$ cat config.mk
export PLATFORM = sky130hd
export DESIGN_NAME = column_boxcar_smoother
export DESIGN_NICKNAME = d
export VERILOG_FILES = /design/src/sv/cbs_pkg.sv /design/src/sv/cbs_ctrl.sv /design/src/sv/cbs_datapath.sv /design/src/sv/column_boxcar_smoother.sv
export SDC_FILE = /design/constraint.sdc
export NUM_CORES = 1
export LEC_CHECK = 0
export ABC_AREA = 0
export BUFFER_PORTS_ARGS = -buffer_cell sky130_fd_sc_hd__buf_4
export CORE_MARGIN = 2
export CORE_UTILIZATION = 40
export CTS_CLUSTER_SIZE = 10
export DETAILED_ROUTE_END_ITERATION = 12
export PLACE_DENSITY = 0.56
export SKIP_LAST_GASP = 1
export SLEW_MARGIN = 20
export SYNTH_ARGS = -nofsm -noshare
export SYNTH_HDL_FRONTEND = slang
export SYNTH_SLANG_ARGS = --single-unit
$ cat constraint.sdc
create_clock -name aclk -period 37.6 [get_ports aclk]
set_clock_uncertainty 0.1 [all_clocks]
set_input_delay 5.64 -clock aclk [delete_from_list [all_inputs] [get_ports aclk]]
set_output_delay 5.64 -clock aclk [all_outputs]
set_load 0.005 [all_outputs]
$ cat src/sv/cbs_pkg.sv
// Shared types and constants for the column boxcar smoother.
// Holds the item structs and the controller/datapath command and status
// structs. Depends on nothing.
`default_nettype none

package cbs_pkg;

    // Field widths fixed by the item format
    localparam int SAMPLE_W = 32;
    localparam int CFG_W    = 4;

    // Half-width in force after reset
    localparam logic [CFG_W-1:0] HALF_WINDOW_RESET = 4'd5;

    // Quotient bits resolved per divider cycle
    localparam int DIV_RADIX_BITS = 4;

    // One input item
    typedef struct packed {
        logic signed [SAMPLE_W-1:0] sample;
        logic                       last_in_column;
    } cbs_in_t;

    // One result item
    typedef struct packed {
        logic signed [SAMPLE_W-1:0] smoothed;
        logic                       last;
    } cbs_out_t;

    // Controller to datapath
    typedef struct packed {
        logic accept;
        logic setup;
        logic sum_step;
        logic div_init;
        logic div_step;
        logic push;
    } cbs_cmd_t;

    // Datapath to controller
    typedef struct packed {
        logic pending;
        logic sum_last;
        logic div_last;
        logic out_free;
    } cbs_status_t;

endpackage

`default_nettype wire

$ cat src/sv/cbs_ctrl.sv
// Sequencing state machine for the column boxcar smoother.
// Issues datapath commands from datapath status; uses cbs_pkg.
`default_nettype none

module cbs_ctrl (
    input  wire logic                aclk,
    input  wire logic                aresetn,
    input  wire logic                s_valid,
    output logic                     s_ready,
    output cbs_pkg::cbs_cmd_t        cmd,
    input  wire cbs_pkg::cbs_status_t st
);
    import cbs_pkg::*;

    typedef enum logic [2:0] {
        ST_IDLE,
        ST_SETUP,
        ST_SUM,
        ST_DIV_INIT,
        ST_DIV,
        ST_PUSH
    } state_t;

    state_t state_reg;
    logic   s_ready_reg;

    // Hold state and the registered ready
    always_ff @(posedge aclk) begin
        if (!aresetn) begin
            state_reg   <= ST_IDLE;
            s_ready_reg <= 1'b1;
        end else begin
            unique case (state_reg)
                ST_IDLE: begin
                    if (s_valid && s_ready_reg) begin
                        state_reg   <= ST_SETUP;
                        s_ready_reg <= 1'b0;
                    end
                end
                ST_SETUP: begin
                    if (!st.pending) begin
                        state_reg   <= ST_IDLE;
                        s_ready_reg <= 1'b1;
                    end else begin
                        state_reg <= ST_SUM;
                    end
                end
                ST_SUM: begin
                    if (st.sum_last) begin
                        state_reg <= ST_DIV_INIT;
                    end
                end
                ST_DIV_INIT: begin
                    state_reg <= ST_DIV;
                end
                ST_DIV: begin
                    if (st.div_last) begin
                        state_reg <= ST_PUSH;
                    end
                end
                ST_PUSH: begin
                    if (st.out_free) begin
                        state_reg <= ST_SETUP;
                    end
                end
                default: begin
                    state_reg   <= ST_IDLE;
                    s_ready_reg <= 1'b1;
                end
            endcase
        end
    end

    assign s_ready = s_ready_reg;

    // Decode commands for the current state
    always_comb begin
        cmd          = '0;
        cmd.accept   = (state_reg == ST_IDLE) && s_valid && s_ready_reg;
        cmd.setup    = (state_reg == ST_SETUP) && st.pending;
        cmd.sum_step = (state_reg == ST_SUM);
        cmd.div_init = (state_reg == ST_DIV_INIT);
        cmd.div_step = (state_reg == ST_DIV);
        cmd.push     = (state_reg == ST_PUSH) && st.out_free;
    end

endmodule

`default_nettype wire

$ cat src/sv/cbs_datapath.sv
// Datapath of the column boxcar smoother: sample line, position tracking,
// window accumulator, radix-16 divider and result register. Uses cbs_pkg.
`default_nettype none

module cbs_datapath #(
    parameter int MAX_HALF   = 8,
    parameter int MAX_COLUMN = 65535
) (
    input  wire logic                       aclk,
    input  wire logic                       aresetn,
    input  wire cbs_pkg::cbs_cmd_t          cmd,
    output cbs_pkg::cbs_status_t            st,
    input  wire cbs_pkg::cbs_in_t           s_data,
    input  wire logic                       cfg_valid,
    input  wire logic [cbs_pkg::CFG_W-1:0]  cfg_data,
    input  wire logic                       m_ready,
    output logic                            m_valid,
    output cbs_pkg::cbs_out_t               m_data
);
    import cbs_pkg::*;

    localparam int WIN_DEPTH = 2 * MAX_HALF + 1;
    localparam int AGE_W     = $clog2(WIN_DEPTH);
    localparam int HW_W      = $clog2(MAX_HALF + 1);
    localparam int POS_W     = $clog2(MAX_COLUMN + 1);
    localparam int SUM_W     = SAMPLE_W + AGE_W;
    localparam int MAG_W     = SUM_W - 1;
    localparam int D_W       = HW_W + 1;
    localparam int STEPS     = (MAG_W + DIV_RADIX_BITS - 1) / DIV_RADIX_BITS;
    localparam int QW        = STEPS * DIV_RADIX_BITS;
    localparam int CNT_W     = $clog2(STEPS);

    // Configuration and column control
    logic [CFG_W-1:0]    half_window_reg;
    logic [POS_W-1:0]    pos_reg;
    logic [HW_W-1:0]     hw_reg;
    logic                pending_reg;
    logic                m_valid_reg;

    // Item and window working registers
    logic [SAMPLE_W-1:0] tap_reg [WIN_DEPTH];
    logic [POS_W-1:0]    item_p_reg;
    logic                item_last_reg;
    logic [POS_W-1:0]    e_reg;
    logic [POS_W-1:0]    e_end_reg;
    logic [HW_W-1:0]     h_reg;
    logic [AGE_W-1:0]    k_reg;
    logic [AGE_W-1:0]    k_stop_reg;
    logic [SUM_W-1:0]    acc_reg;
    logic                neg_reg;
    logic [QW-1:0]       div_reg;
    logic [D_W-1:0]      rem_reg;
    logic [CNT_W-1:0]    cnt_reg;
    cbs_out_t            m_data_reg;

    // Accept-time values
    logic [HW_W-1:0]     hw_sat;
    logic [HW_W-1:0]     hw_cur;
    logic [POS_W-1:0]    hw_pos;
    logic                is_last;
    logic [POS_W-1:0]    first_e;

    // Setup-time values
    logic [POS_W-1:0]    c_pos;
    logic [POS_W-1:0]    h_pos;
    logic [HW_W-1:0]     h_cur;
    logic [AGE_W-1:0]    c_age;

    // Arithmetic
    logic [SAMPLE_W-1:0] tap_sel;
    logic [SUM_W-1:0]    acc_abs;
    logic [MAG_W-1:0]    mag_rnd;
    logic [D_W:0]        d_ext;
    logic [D_W-1:0]      rem_next;
    logic [QW-1:0]       div_next;
    logic [SAMPLE_W-1:0] quot;

    // Saturate the half-width and pick the one in force for this column
    always_comb begin
        hw_sat  = (32'(half_window_reg) > MAX_HALF) ? HW_W'(MAX_HALF)
                                                    : HW_W'(half_window_reg);
        hw_cur  = (pos_reg == '0) ? hw_sat : hw_reg;
        hw_pos  = POS_W'(hw_cur);
        is_last = s_data.last_in_column || (pos_reg >= POS_W'(MAX_COLUMN - 1));
        first_e = (pos_reg > hw_pos) ? (pos_reg - hw_pos) : '0;
    end

    // Window centre and clamped half-width for the position being emitted
    always_comb begin
        c_pos = item_p_reg - e_reg;
        h_pos = (e_reg < c_pos) ? e_reg : c_pos;
        if (POS_W'(hw_reg) < h_pos) begin
            h_pos = POS_W'(hw_reg);
        end
        h_cur = HW_W'(h_pos);
        c_age = AGE_W'(c_pos);
    end

    // One radix-16 step of the restoring divider
    always_comb begin
        logic [D_W:0]  r;
        logic [QW-1:0] dv;
        d_ext = {1'b0, h_reg, 1'b1};
        r     = {1'b0, rem_reg};
        dv    = div_reg;
        for (int i = 0; i < DIV_RADIX_BITS; i++) begin
            r  = {r[D_W-1:0], dv[QW-1]};
            dv = {dv[QW-2:0], 1'b0};
            if (r >= d_ext) begin
                r     = r - d_ext;
                dv[0] = 1'b1;
            end
        end
        rem_next = r[D_W-1:0];
        div_next = dv;
    end

    // Magnitude plus half the divisor gives round-to-nearest
    always_comb begin
        tap_sel = tap_reg[k_reg];
        acc_abs = acc_reg[SUM_W-1] ? (~acc_reg + SUM_W'(1)) : acc_reg;
        mag_rnd = acc_abs[MAG_W-1:0] + MAG_W'(h_reg);
        quot    = div_reg[SAMPLE_W-1:0];
    end

    // Control state
    always_ff @(posedge aclk) begin
        if (!aresetn) begin
            half_window_reg <= HALF_WINDOW_RESET;
            pos_reg         <= '0;
            hw_reg          <= '0;
            pending_reg     <= 1'b0;
            m_valid_reg     <= 1'b0;
        end else begin
            if (cfg_valid) begin
                half_window_reg <= cfg_data;
            end
            if (cmd.accept) begin
                hw_reg <= hw_cur;
                if (is_last) begin
                    pos_reg     <= '0;
                    pending_reg <= 1'b1;
                end else begin
                    pos_reg     <= pos_reg + POS_W'(1);
                    pending_reg <= (pos_reg >= hw_pos);
                end
            end else if (cmd.push) begin
                pending_reg <= (e_reg != e_end_reg);
            end
            if (cmd.push) begin
                m_valid_reg <= 1'b1;
            end else if (m_ready) begin
                m_valid_reg <= 1'b0;
            end
        end
    end

    // Payload and working registers
    always_ff @(posedge aclk) begin
        if (cmd.accept) begin
            tap_reg[0] <= s_data.sample;
            for (int i = 1; i < WIN_DEPTH; i++) begin
                tap_reg[i] <= tap_reg[i-1];
            end
            item_p_reg    <= pos_reg;
            item_last_reg <= is_last;
            if (is_last) begin
                e_reg     <= first_e;
                e_end_reg <= pos_reg;
            end else begin
                e_reg     <= pos_reg - hw_pos;
                e_end_reg <= pos_reg - hw_pos;
            end
        end
        if (cmd.setup) begin
            h_reg      <= h_cur;
            k_reg      <= c_age - AGE_W'(h_cur);
            k_stop_reg <= c_age + AGE_W'(h_cur);
            acc_reg    <= '0;
        end
        if (cmd.sum_step) begin
            acc_reg <= acc_reg + {{AGE_W{tap_sel[SAMPLE_W-1]}}, tap_sel};
            k_reg   <= k_reg + AGE_W'(1);
        end
        if (cmd.div_init) begin
            neg_reg <= acc_reg[SUM_W-1];
            div_reg <= QW'(mag_rnd);
            rem_reg <= '0;
            cnt_reg <= '0;
        end
        if (cmd.div_step) begin
            div_reg <= div_next;
            rem_reg <= rem_next;
            cnt_reg <= cnt_reg + CNT_W'(1);
        end
        if (cmd.push) begin
            m_data_reg.smoothed <= neg_reg ? (~quot + SAMPLE_W'(1)) : quot;
            m_data_reg.last     <= item_last_reg && (e_reg == item_p_reg);
            e_reg               <= e_reg + POS_W'(1);
        end
    end

    // Status back to the controller
    always_comb begin
        st.pending  = pending_reg;
        st.sum_last = (k_reg == k_stop_reg);
        st.div_last = (cnt_reg == CNT_W'(STEPS - 1));
        st.out_free = !m_valid_reg || m_ready;
    end

    assign m_valid = m_valid_reg;
    assign m_data  = m_data_reg;

endmodule

`default_nettype wire

$ cat src/sv/column_boxcar_smoother.sv
// Top level of the column boxcar smoother: controller plus datapath.
// Depends on cbs_pkg, cbs_ctrl and cbs_datapath.
//
// Smooths one column of signed Q16.16 samples with a centred boxcar whose
// half-width shrinks towards both column ends (never beyond half_window,
// saturated to MAX_HALF and latched on a column's first sample). Results lag
// the input by the half-width; the sample flagged last (or the one at
// position MAX_COLUMN-1) flushes the rest of the column, up to MAX_HALF+1
// results. Items are handled one at a time. An item that yields no result
// frees the input again after the setup state. Each result passes through
// setup, the accumulator (one sample per cycle through the window line), a
// step forming the rounded magnitude, the divider (36-bit magnitude, 4
// quotient bits per cycle) and the output register load, which waits for
// the sink; the register holds a result while the next is computed. The
// user writes half_window through the cfg port only while the block is
// idle; the block itself does not enforce this. cfg_ready is always high.
`default_nettype none

module column_boxcar_smoother #(
    parameter int MAX_HALF   = 8,
    parameter int MAX_COLUMN = 65535
) (
    input  wire logic                       aclk,
    input  wire logic                       aresetn,
    input  wire logic                       s_valid,
    output logic                            s_ready,
    input  wire cbs_pkg::cbs_in_t           s_data,
    output logic                            m_valid,
    input  wire logic                       m_ready,
    output cbs_pkg::cbs_out_t               m_data,
    input  wire logic                       cfg_valid,
    output logic                            cfg_ready,
    input  wire logic [cbs_pkg::CFG_W-1:0]  cfg_data
);
    import cbs_pkg::*;

    cbs_cmd_t    cmd;
    cbs_status_t st;

    assign cfg_ready = 1'b1;

    cbs_ctrl u_ctrl (
        .aclk    (aclk),
        .aresetn (aresetn),
        .s_valid (s_valid),
        .s_ready (s_ready),
        .cmd     (cmd),
        .st      (st)
    );

    cbs_datapath #(
        .MAX_HALF   (MAX_HALF),
        .MAX_COLUMN (MAX_COLUMN)
    ) u_datapath (
        .aclk      (aclk),
        .aresetn   (aresetn),
        .cmd       (cmd),
        .st        (st),
        .s_data    (s_data),
        .cfg_valid (cfg_valid && cfg_ready),
        .cfg_data  (cfg_data),
        .m_ready   (m_ready),
        .m_valid   (m_valid),
        .m_data    (m_data)
    );

    // A new item only enters once every result of the previous one is out
    a_accept_when_drained: assert property (@(posedge aclk) disable iff (!aresetn)
        (s_valid && s_ready) |-> !st.pending)
        else $error("item accepted while results still pending");

    // Ready drops for at least the cycle after an accepted item
    a_ready_drops: assert property (@(posedge aclk) disable iff (!aresetn)
        (s_valid && s_ready) |=> !s_ready)
        else $error("ready held high after accepting an item");

    // The divider starts only straight after the accumulator finishes
    a_sum_before_div: assert property (@(posedge aclk) disable iff (!aresetn)
        cmd.div_init |-> $past(cmd.sum_step && st.sum_last))
        else $error("divider started without a completed window sum");

    // A result is never loaded over one the sink has not taken
    a_no_overwrite: assert property (@(posedge aclk) disable iff (!aresetn)
        (m_valid && !m_ready) |-> !cmd.push)
        else $error("result register overwritten while stalled");

endmodule

`default_nettype wire

# --- Yosys cells after proc, flatten, opt, wreduce, memory -nomap -nowiden ---
# Memories as Yosys holds them, arrays and structs flattened. A register that Yosys moved wholly into a read port is not among the register bits.
# Cells that the tools add are included.
totals:
  mem_count: 1
  out_inout_bits: 36
  input_bits: 42
  reg_bits: 209
  ram_bits: 544
  wordCells: 130
op_classes:
  mux: 47
  bitwise: 3
  eq_ne: 14
  n_lt_le_gt_ge: 10
  n_reduce_logical: 18
  n_addsub: 16
mem_list:
  columns: ["memory", "words", "width", "rd", "rd_clocked_by_memory_dff", "wr", "line", "text"]
  rows:
  - ["u_datapath.tap_reg", 17, 32, 17, 1, 17, "cbs_datapath.sv:41", "logic [SAMPLE_W-1:0] tap_reg [WIN_DEPTH];"]
op_table:
  columns: ["operator", "count"]
  rows:
  - ["2-to-1 mux 16 bit", 7]
  - ["2-to-1 mux 36 bit", 3]
  - ["2-to-1 mux 37 bit", 2]
  - ["2-to-1 mux 5 bit", 9]
  - ["adder 37 bit", 1]
  - ["adder 36 x 1 -> 36 bit (second input constant)", 1]
  - ["adder 36 x 4 -> 36 bit", 1]
  - ["NOT 36 bit", 1]
  - ["adder 16 x 1 -> 16 bit (second input constant)", 2]
  - ["adder 32 x 1 -> 32 bit (second input constant)", 1]
  - ["2-to-1 mux 32 bit", 1]
  - ["NOT 32 bit", 1]
  - ["greater-or-equal comparator 6 x 5 -> 1 bit", 4]
  - ["2-to-1 mux 4 bit", 5]
  - ["subtractor 5 bit", 4]
  - ["case mux 3 bit (6 select lines)", 1]
  - ["equality test 16 bit", 1]
  - ["greater-or-equal comparator 16 bit (second input constant)", 1]
  - ["greater-or-equal comparator 16 x 4 -> 1 bit", 1]
  - ["greater-than comparator 16 x 4 -> 1 bit", 1]
  - ["zero test 16 bit", 1]
  - ["< comparator 16 bit", 1]
  - ["< comparator 4 x 16 -> 1 bit", 1]
  - ["inequality test 16 bit", 1]
  - ["27 further kinds", 56]

# --- Depth between registers and ports, before layout ---
# Gate-level depths: netlist of the first run.
depth:
  word_depth: 9
  ltp_mapped: 33

# --- Modules after synthesis ---
# From an unflattened synthesis of the first run, not the netlist that was laid out.
hier_totals:
  cells_unflattened: 2447
  hier_area_um2: 36581.3
modules_own_cells:
  columns: ["mod", "seq_area_each_um2", "area_each_um2", "n_inst", "cells_each"]
  rows:
  - ["cbs_datapath", 22331.4, 36333.6, 1, 2415]
  - ["cbs_ctrl", 80.1, 236.5, 1, 30]
  - ["column_boxcar_smoother", 0.0, 11.3, 1, 2]

# --- Worst setup path before layout of the first run ---
# OpenSTA, ideal clock, no wires.
synth_timing:
  kind: "input -> register"
  from: "input s_valid"
  to: "register u_datapath.hw_reg[1]"
  slack_ns: 13.899
  n_path_buf: 2
  stages: 6
  t_arrival_ns: 22.816
  t_required_ns: 36.715
  setup_time_ns: 0.785
  path_cell_list: "nand2_1 > or4_1 > clkbuf_1 > inv_1 > buf_1 > a211oi_1"
synth_lines:
  columns: ["item", "line", "text"]
  rows:
  - ["from (decl)", "column_boxcar_smoother.sv:25", "input wire logic s_valid,"]
  - ["to (signal assigned)", "cbs_datapath.sv:139", "hw_reg <= hw_cur;"]
  - ["to (decl)", "cbs_datapath.sv:36", "logic [HW_W-1:0] hw_reg;"]

==> results.ini, run 1 <==
[outcome]
status=complete, no violations

[place]
dp_hpwl_mm=48.68
dp.cells=3619
place_congestion=0.8470
portBuffers=76

[power]
power_uw=2230
p_leak_uw=0.01397
p_sw_uw=599.1
powerDensity_nw_per_um2=54.80
clock_power_share_pct=35.0
switching_share_pct=26.86
internal_power_uw=1631
pwr-share-comb_pct=17.7
seq_power_share_pct=47.3
ir_drop_mv=0.04360

[drt]
wl_met1_mm=35.97
ant_nets=0
dr_wl_met2_mm=33.68
vias=20520
drt_wl_total_mm=74.44
drt_iter0_drc=1564
drc=0
post_drt_wl_per_cell_um=19.86
met3_length_mm=3.149
viasPerCell=5.475
dr.pass1.iters=8
top_layer_used=met4

[die]
num_io_pins=78
die_width_um=305.0
fp.dieArea_um2=93000
core_area_um2=89870
die_h_um=305.0
rows=110
initial_core_util_pct=40.31

[finish]
multi_input_area_um2=13130
nets=2701
final_cells=3748
drive_gt1_share_pct=17.22
final_common_cell=edfxtp_1
register_area_um2=22420
largest_reg_flops=544
areaGrowthSynthToFinish_pct=12.33
fin_util_pct=45.28
fillers=7850
antenna_cells=0
mostFrequentLayoutCells=edfxtp_1, nor2_1, mux4_2

[critical_path]
cp.arrival_ps=9490
path_class=primary input to register
cpMaxStageDelayCell=buf_4
critPathLaunch=s_valid
cp_max_fo=196
worstReg2RegStart=u_datapath.h_reg[0]
worstSetupStartpointType=primary input
cp.required_ps=37800
cpPeakStageDelay_ps=830
crit_chain=buf_4 > nand2_1 > or4_1 > inv_8 > buf_12 > buf_4 > buf_4
critPathMostFrequentCell=buf_4
end_kind=register

[logic_synthesis]
synth_edf_count=723
syn_area_um2=36230
synth.distinct_cells=81
ys_ff_latch=758
ys.flop_type=edfxtp_1
ys_async_sr_fraction_pct=0
postSynthAreaPerCell_um2=14.83
ys_warn_count=0
synthCells=2443
yosysSeqAreaShare_pct=61.86
syn-num-nets=2610

[sta]
tns_ps=0
slew_violations=0
tightestPinTransition_ps=1068
slew_headroom_pct=28.82
finalCriticalPeriod_ps=9300
rsz0062_at_grt=false
hold_violations=0
finalSetupViolCount=0
period_share_pct=24.73
max_freq_ghz=0.1075

[clock_network]
postCtsSetupBuffers=0
htree_levels=3
clockRootBuffer=clkbuf_16
clkTransAtPathRegs_ps=50
ctsHoldBuffers=0
cts_buffers=89
cts_sinks=758
cts_tree=done
worstSkewPairLatency_ps=680
cts.path.max_buffers=3
cts_resized=0

[global_route]
grt_usage_pct=15.94
antenna_found_initial=0
grt_first_pass_wirelength_mm=118.9
grt_max_degree=197
grt_overflow_total=0
grt_pass1_vias=20960

[hold_path]
hp-class=register to register
worstHoldStart=u_datapath.tap_reg[2][14]

[flow_run]
cap_violations=0

power by group through the flow:
stage / registers, uW / clock network [uW] / logic, uW
6_report: 1050 / 780 / 396
5_1_grt: 1060 / 839 / 440
4_1_cts: 1050 / 809 / 400
3_5_place_dp: 1070 / 0 / 397
3_3_place_gp: 1070 / 0 / 390
2_1_floorplan: 1090 / 0 / 307
cell type report:
cell class / count / area share [%]
repair buffers: 97 / 1.838
flip-flops and latches: 758 / 55.09
inverters: 87 / 0.8208
clock buffers: 111 / 5.724
well taps: 1176 / 3.615
clock inverters: 18 / 0.6425
multi-input cells: 1501 / 32.27
per-stage QoR:
stage | cell area [um^2] | worst slack, ps | hold WS [ps]
detailed placement | 38100 | 27650 | 328.4
global route | 40700 | 28060 | 334.9
floorplan | 36230 | 13900 | 306.4
CTS | 40690 | 28370 | 320.3
finish | 40700 | 28300 | 317.5
global placement | 38100 | 27850 | 325.3
routing by layer:
metal	GRT usage (%)	up-vias
met5	0	-
met4	5.135	0
met3	2.204	115
met2	24.56	453
met1	23.37	10320
li1	-	9632
Yosys cell counts, types with 5 or more instances:
| library cell | number | area share [%] |
|---|---|---|
| edfxtp_1 | 723 | 60 |
| nor2_1 | 175 | 1.8 |
| mux4_2 | 160 | 9.9 |
| xnor2_1 | 153 | 3.7 |
| nand2_1 | 124 | 1.3 |
| ha_1 | 115 | 4.0 |
| a21oi_1 | 104 | 1.4 |
| inv_1 | 87 | 0.90 |
| o21ai_0 | 78 | 1.1 |
| clkbuf_1 | 74 | 0.77 |
| xor2_1 | 71 | 1.7 |
| mux2_2 | 47 | 1.5 |
| nor3_1 | 45 | 0.62 |
| nand3_1 | 42 | 0.58 |
| dfxtp_1 | 35 | 1.9 |
| a21o_1 | 28 | 0.58 |
| nand2b_1 | 22 | 0.38 |
| nand4_1 | 22 | 0.38 |
| o31ai_1 | 22 | 0.46 |
| a211oi_1 | 20 | 0.41 |
| buf_1 | 18 | 0.19 |
| mux2i_1 | 18 | 0.50 |
| nor3b_1 | 17 | 0.35 |
| o21a_1 | 17 | 0.35 |
| o22ai_1 | 17 | 0.29 |
| or3_1 | 15 | 0.26 |
| nor2b_1 | 14 | 0.24 |
| nor4_1 | 14 | 0.24 |
| o41ai_1 | 14 | 0.34 |
| or4_1 | 13 | 0.27 |
| and3_1 | 12 | 0.21 |
| or2_2 | 11 | 0.19 |
| fa_1 | 10 | 0.55 |
| a31oi_1 | 9 | 0.16 |
| a21boi_0 | 8 | 0.17 |
| o21bai_1 | 8 | 0.17 |
| a2111oi_0 | 5 | 0.12 |
| and2_1 | 5 | 0.086 |
| o211ai_1 | 5 | 0.10 |
kinds of logic after synthesis:
group | count (synthesis) | synth area share (%)
XOR/XNOR | 224 | 5.415
other | 1 | 0.01035
flip-flops | 758 | 61.86
adder cells (fa/ha/maj) | 125 | 4.524
buffers and inverters | 184 | 1.948
AO/OA/AOI/OAI | 370 | 6.589
AND/OR/NAND/NOR | 556 | 7.756
multiplexers | 225 | 11.90
worst max-delay path: cells and delay by family:
kind	cells	cell delay [ps]
buffers and inverters	5	2810
and+or+nand+nor	2	700
worst paths after layout:
| check | slack (ps) | depth (start not counted) | endpoint |
|---|---|---|---|
| setup reg to reg | 29700 | 29 | u_datapath.rem_reg[1] |
| setup / recovery | 28300 | 7 | u_datapath.tap_reg[12][30] |
| hold / removal | 320 | 0 | u_datapath.tap_reg[3][14] |
| hold reg to reg | 320 | 0 | u_datapath.tap_reg[3][14] |
(Power assumes the default switching activity.)
==> run 2: changes to the inputs <==
ABC_AREA = 1   (was 0)
PLACE_DENSITY = 0.58   (was 0.56)
clock period = 7.5 ns   (was 37.6 ns; I/O delays follow)
==> run 2 against run 1 <==
  * Sequential share of layout area decreased by 1.9 points
  * Synthesized area increased by 4.0%
  * Die area increased by 3.9%
  * Register-to-register slack got worse by 29000 ps
  * Synthesized cell count increased by 49%
  * Count of clock-buffer cells in the layout increased by 1
  * Worst hold slack improved by 16 ps
  * Sequential power increased to 6.7 times the previous value
  * Clock power increased to 5.0 times the previous value
  * Global-route usage increased by 2.5 points
  * Via count increased by 30%
  * Non-clock buffer count increased by 6
  * Critical path type is now register to register
  * Largest power group is now combinational logic
  * Highest routed layer is now met5
==> results.ini, run 2 <==
[outcome]
status=complete, no violations  ; unchanged

[clock_network]
cts_resized=0  ; unchanged
htree_levels=3  ; unchanged
cts_buffers=89  ; unchanged
worstSkewPairLatency_ps=660  ; was 680 ps
clockRootBuffer=clkbuf_16  ; unchanged
postCtsSetupBuffers=0  ; unchanged
cts_sinks=758  ; unchanged
cts.path.max_buffers=3  ; unchanged
cts_tree=done  ; unchanged
ctsHoldBuffers=0  ; unchanged
clkTransAtPathRegs_ps=60  ; was 50 ps

[place]
dp.cells=4843  ; was 3,619
dp_hpwl_mm=60.33  ; was 48.68 mm
place_ws_ps=961.0  ; was 27,650 ps
portBuffers=76  ; unchanged
place_congestion=0.8926  ; was 0.8470

[logic_synthesis]
ys_async_sr_fraction_pct=0  ; unchanged
synth.area.top_cells=edfxtp_1, o21ai_0, nor2_1  ; was edfxtp_1, mux4_2, ha_1
ys.flop_type=edfxtp_1  ; unchanged
yosysSeqAreaShare_pct=59.48  ; was 61.86%
synth.distinct_cells=64  ; was 81
synthCells=3630  ; was 2,443
ys_ff_latch=758  ; unchanged
yosysMostFrequentCell=edfxtp_1  ; unchanged
synth_edf_count=723  ; unchanged
ys_warn_count=0  ; unchanged
postSynthAreaPerCell_um2=10.38  ; was 14.83 um^2
syn-num-nets=3797  ; was 2,610
yosys.area.top_type_share_pct=57.62  ; was 59.92%
ys_top_cells_by_count=edfxtp_1, nor2_1, nand2_1  ; was edfxtp_1, nor2_1, mux4_2
synth_largest_area_cell=edfxtp_1  ; unchanged
syn_area_um2=37680  ; was 36,230 um^2

[global_route]
grt_first_pass_wirelength_mm=143.4  ; was 118.9 mm
grt_usage_pct=18.48  ; was 15.94%
grt_pass1_vias=25140  ; was 20,960
grt_overflow_total=0  ; unchanged
grt_max_degree=193  ; was 197
antenna_found_initial=1  ; was 0

[critical_path]
critPathLaunch=u_datapath.h_reg[0]  ; was s_valid
worstReg2RegStart=u_datapath.h_reg[0]  ; unchanged
cpMaxStageDelayCell=edfxtp_1  ; was buf_4
end_kind=register  ; unchanged
path_class=register to register  ; was primary input to register
cp_max_fo=9  ; was 196
cp.required_ps=7800  ; was 37,800 ps
cpPeakStageDelay_ps=440  ; was 830 ps
critPathMostFrequentCell=ha_1  ; was buf_4
worstSetupStartpointType=register  ; was primary input
cp.arrival_ps=6820  ; was 9490 ps

[finish]
drive_gt1_share_pct=9.287  ; was 17.22%
antenna_cells=0  ; unchanged
final_common_cell=edfxtp_1  ; unchanged
final_cells=4969  ; was 3,748
mostFrequentLayoutCells=edfxtp_1, nor2_1, nand2_1  ; was edfxtp_1, nor2_1, mux4_2
areaGrowthSynthToFinish_pct=11.85  ; was 12.33%
largest_reg_flops=544  ; unchanged
nets=3847  ; was 2,701
fillers=8816  ; was 7,850

[drt]
ant_nets=0  ; unchanged
vias=26580  ; was 20,520
viasPerCell=5.349  ; was 5.475
drt_wl_total_mm=91.25  ; was 74.44 mm
post_drt_wl_per_cell_um=18.36  ; was 19.86 um
drc=0  ; unchanged
drt_iter0_drc=2741  ; was 1,564
dr.pass1.iters=6  ; was 8

[sta]
slew_headroom_pct=21.70  ; was 28.82%
max_freq_ghz=0.1534
rsz0062_at_grt=false  ; unchanged
fin_ws_ps=979.9  ; was 28,300 ps
period_share_pct=86.93
tightestPinTransition_ps=1174  ; was 1068 ps
finalCriticalPeriod_ps=6520
slew_violations=0  ; unchanged
finalSetupViolCount=0  ; unchanged
hold_violations=0  ; unchanged
timing.hold.ws_ps=333.2  ; was 317.5 ps

[die]
fp.dieArea_um2=96670  ; was 93,000 um^2
die_width_um=310.9  ; was 305.0 um
initial_core_util_pct=40.37  ; was 40.31%
num_io_pins=78  ; unchanged
rows=112  ; was 110
die_h_um=310.9  ; was 305.0 um
core_area_um2=93330  ; was 89,870 um^2

[power]
powerDensity_nw_per_um2=447.5  ; was 54.80 nW/um^2
ir_drop_mv=0.2962  ; was 0.04360 mV
p_leak_uw=0.01546  ; was 0.01397 uW

[hold_path]
worstHoldStart=u_datapath.tap_reg[2][19]  ; was u_datapath.tap_reg[2][14]
hp-class=register to register  ; unchanged

[flow_run]
cap_violations=0  ; unchanged

==> run 2: cell types whose count changed after synthesis, sizes merged, moves of 47 or more <==
| cell | previous run | this run |
|---|---|---|
| nor2 | 175 | 541 |
| inv | 87 | 276 |
| nand3 | 42 | 179 |
| o221ai | 1 | 94 |
| xnor2 | 153 | 40 |
| mux2 | 47 | 0 |
| clkbuf | 75 | 123 |
| o21ai | 79 | 444 |
| mux4 | 160 | 0 |
| nand2 | 124 | 517 |
==> run 2: stage by stage <==
step / area (um^2) / total power [uW] / setup TNS (ps) / util, %
2_1_floorplan: 37700 / 12940 / -1730230 / -
3_3_place_gp: 39610 / 14970 / 0 / 42.44
3_5_place_dp: 39610 / 15030 / 0 / 42.44
4_1_cts: 42130 / 18980 / 0 / 45.15
5_1_grt: 42140 / 20280 / 0 / 45.15
6_report: 42140 / 18860 / 0 / 45.15
==> run 2: logic make-up (layout without fill, tap and decap cells) <==
group           count (synthesis)  in the layout  share of synthesized area (%)
flops                         758            758                          59.48
fa+ha+maj                     125            125                          4.350
simple gates                 1374           1374                          16.33
xor+xnor                      122            122                          2.856
compound gates                826            826                          12.69
other cells                     1              1                       0.009953
buf+inv                       424            509                          4.284
==> run 2: report_power, final <==
part	total, uW	leakage [uW]	internal, uW	switching [uW]
registers	7070	0.00705	6400	670
clock network	3880	0.00123	2230	1660
logic	7900	0.00719	2440	5460
total	18900	0.0155	11100	7790
==> run 2: critical path: cells and delay by family, from the launching register on <==
family                   cells  cell delay, ps
AO/OA/AOI/OAI                8            1300
adder cells (fa/ha/maj)      7            1930
AND/OR/NAND/NOR             12            1460
flip-flops                   1             440
XOR/XNOR                     2             530
buffers and inverters        4             560
==> run 2: layout make-up <==
class / instances / area (um^2) / area share, %
flip-flops and latches: 758 / 22420 / 53.20
clock inverters: 14 / 170.2 / 0.4038
inverters: 280 / 1061 / 2.518
well taps: 1254 / 1569 / 3.723
multi-input cells: 2448 / 13690 / 32.49
clock buffers: 112 / 2355 / 5.588
repair buffers: 103 / 873.3 / 2.072
==> run 2: layer usage <==
layer  global-route usage (%)  wire length (um)  vias up
li1                         -                 -    13050
met3                    2.293              4355      119
met4                    5.193              1846        2
met1                    27.46             43950    12770
met2                    28.43             41080      644
met5                        0                13        -
==> run 2: final timing paths <==
path	to	slack, ps	depth (start not counted)
worst max-delay path	u_datapath.rem_reg[4]	980	33
worst min-delay path	u_datapath.tap_reg[3][19]	330	0
worst max register to register	u_datapath.rem_reg[4]	980	33
worst min register to register	u_datapath.tap_reg[3][19]	330	0
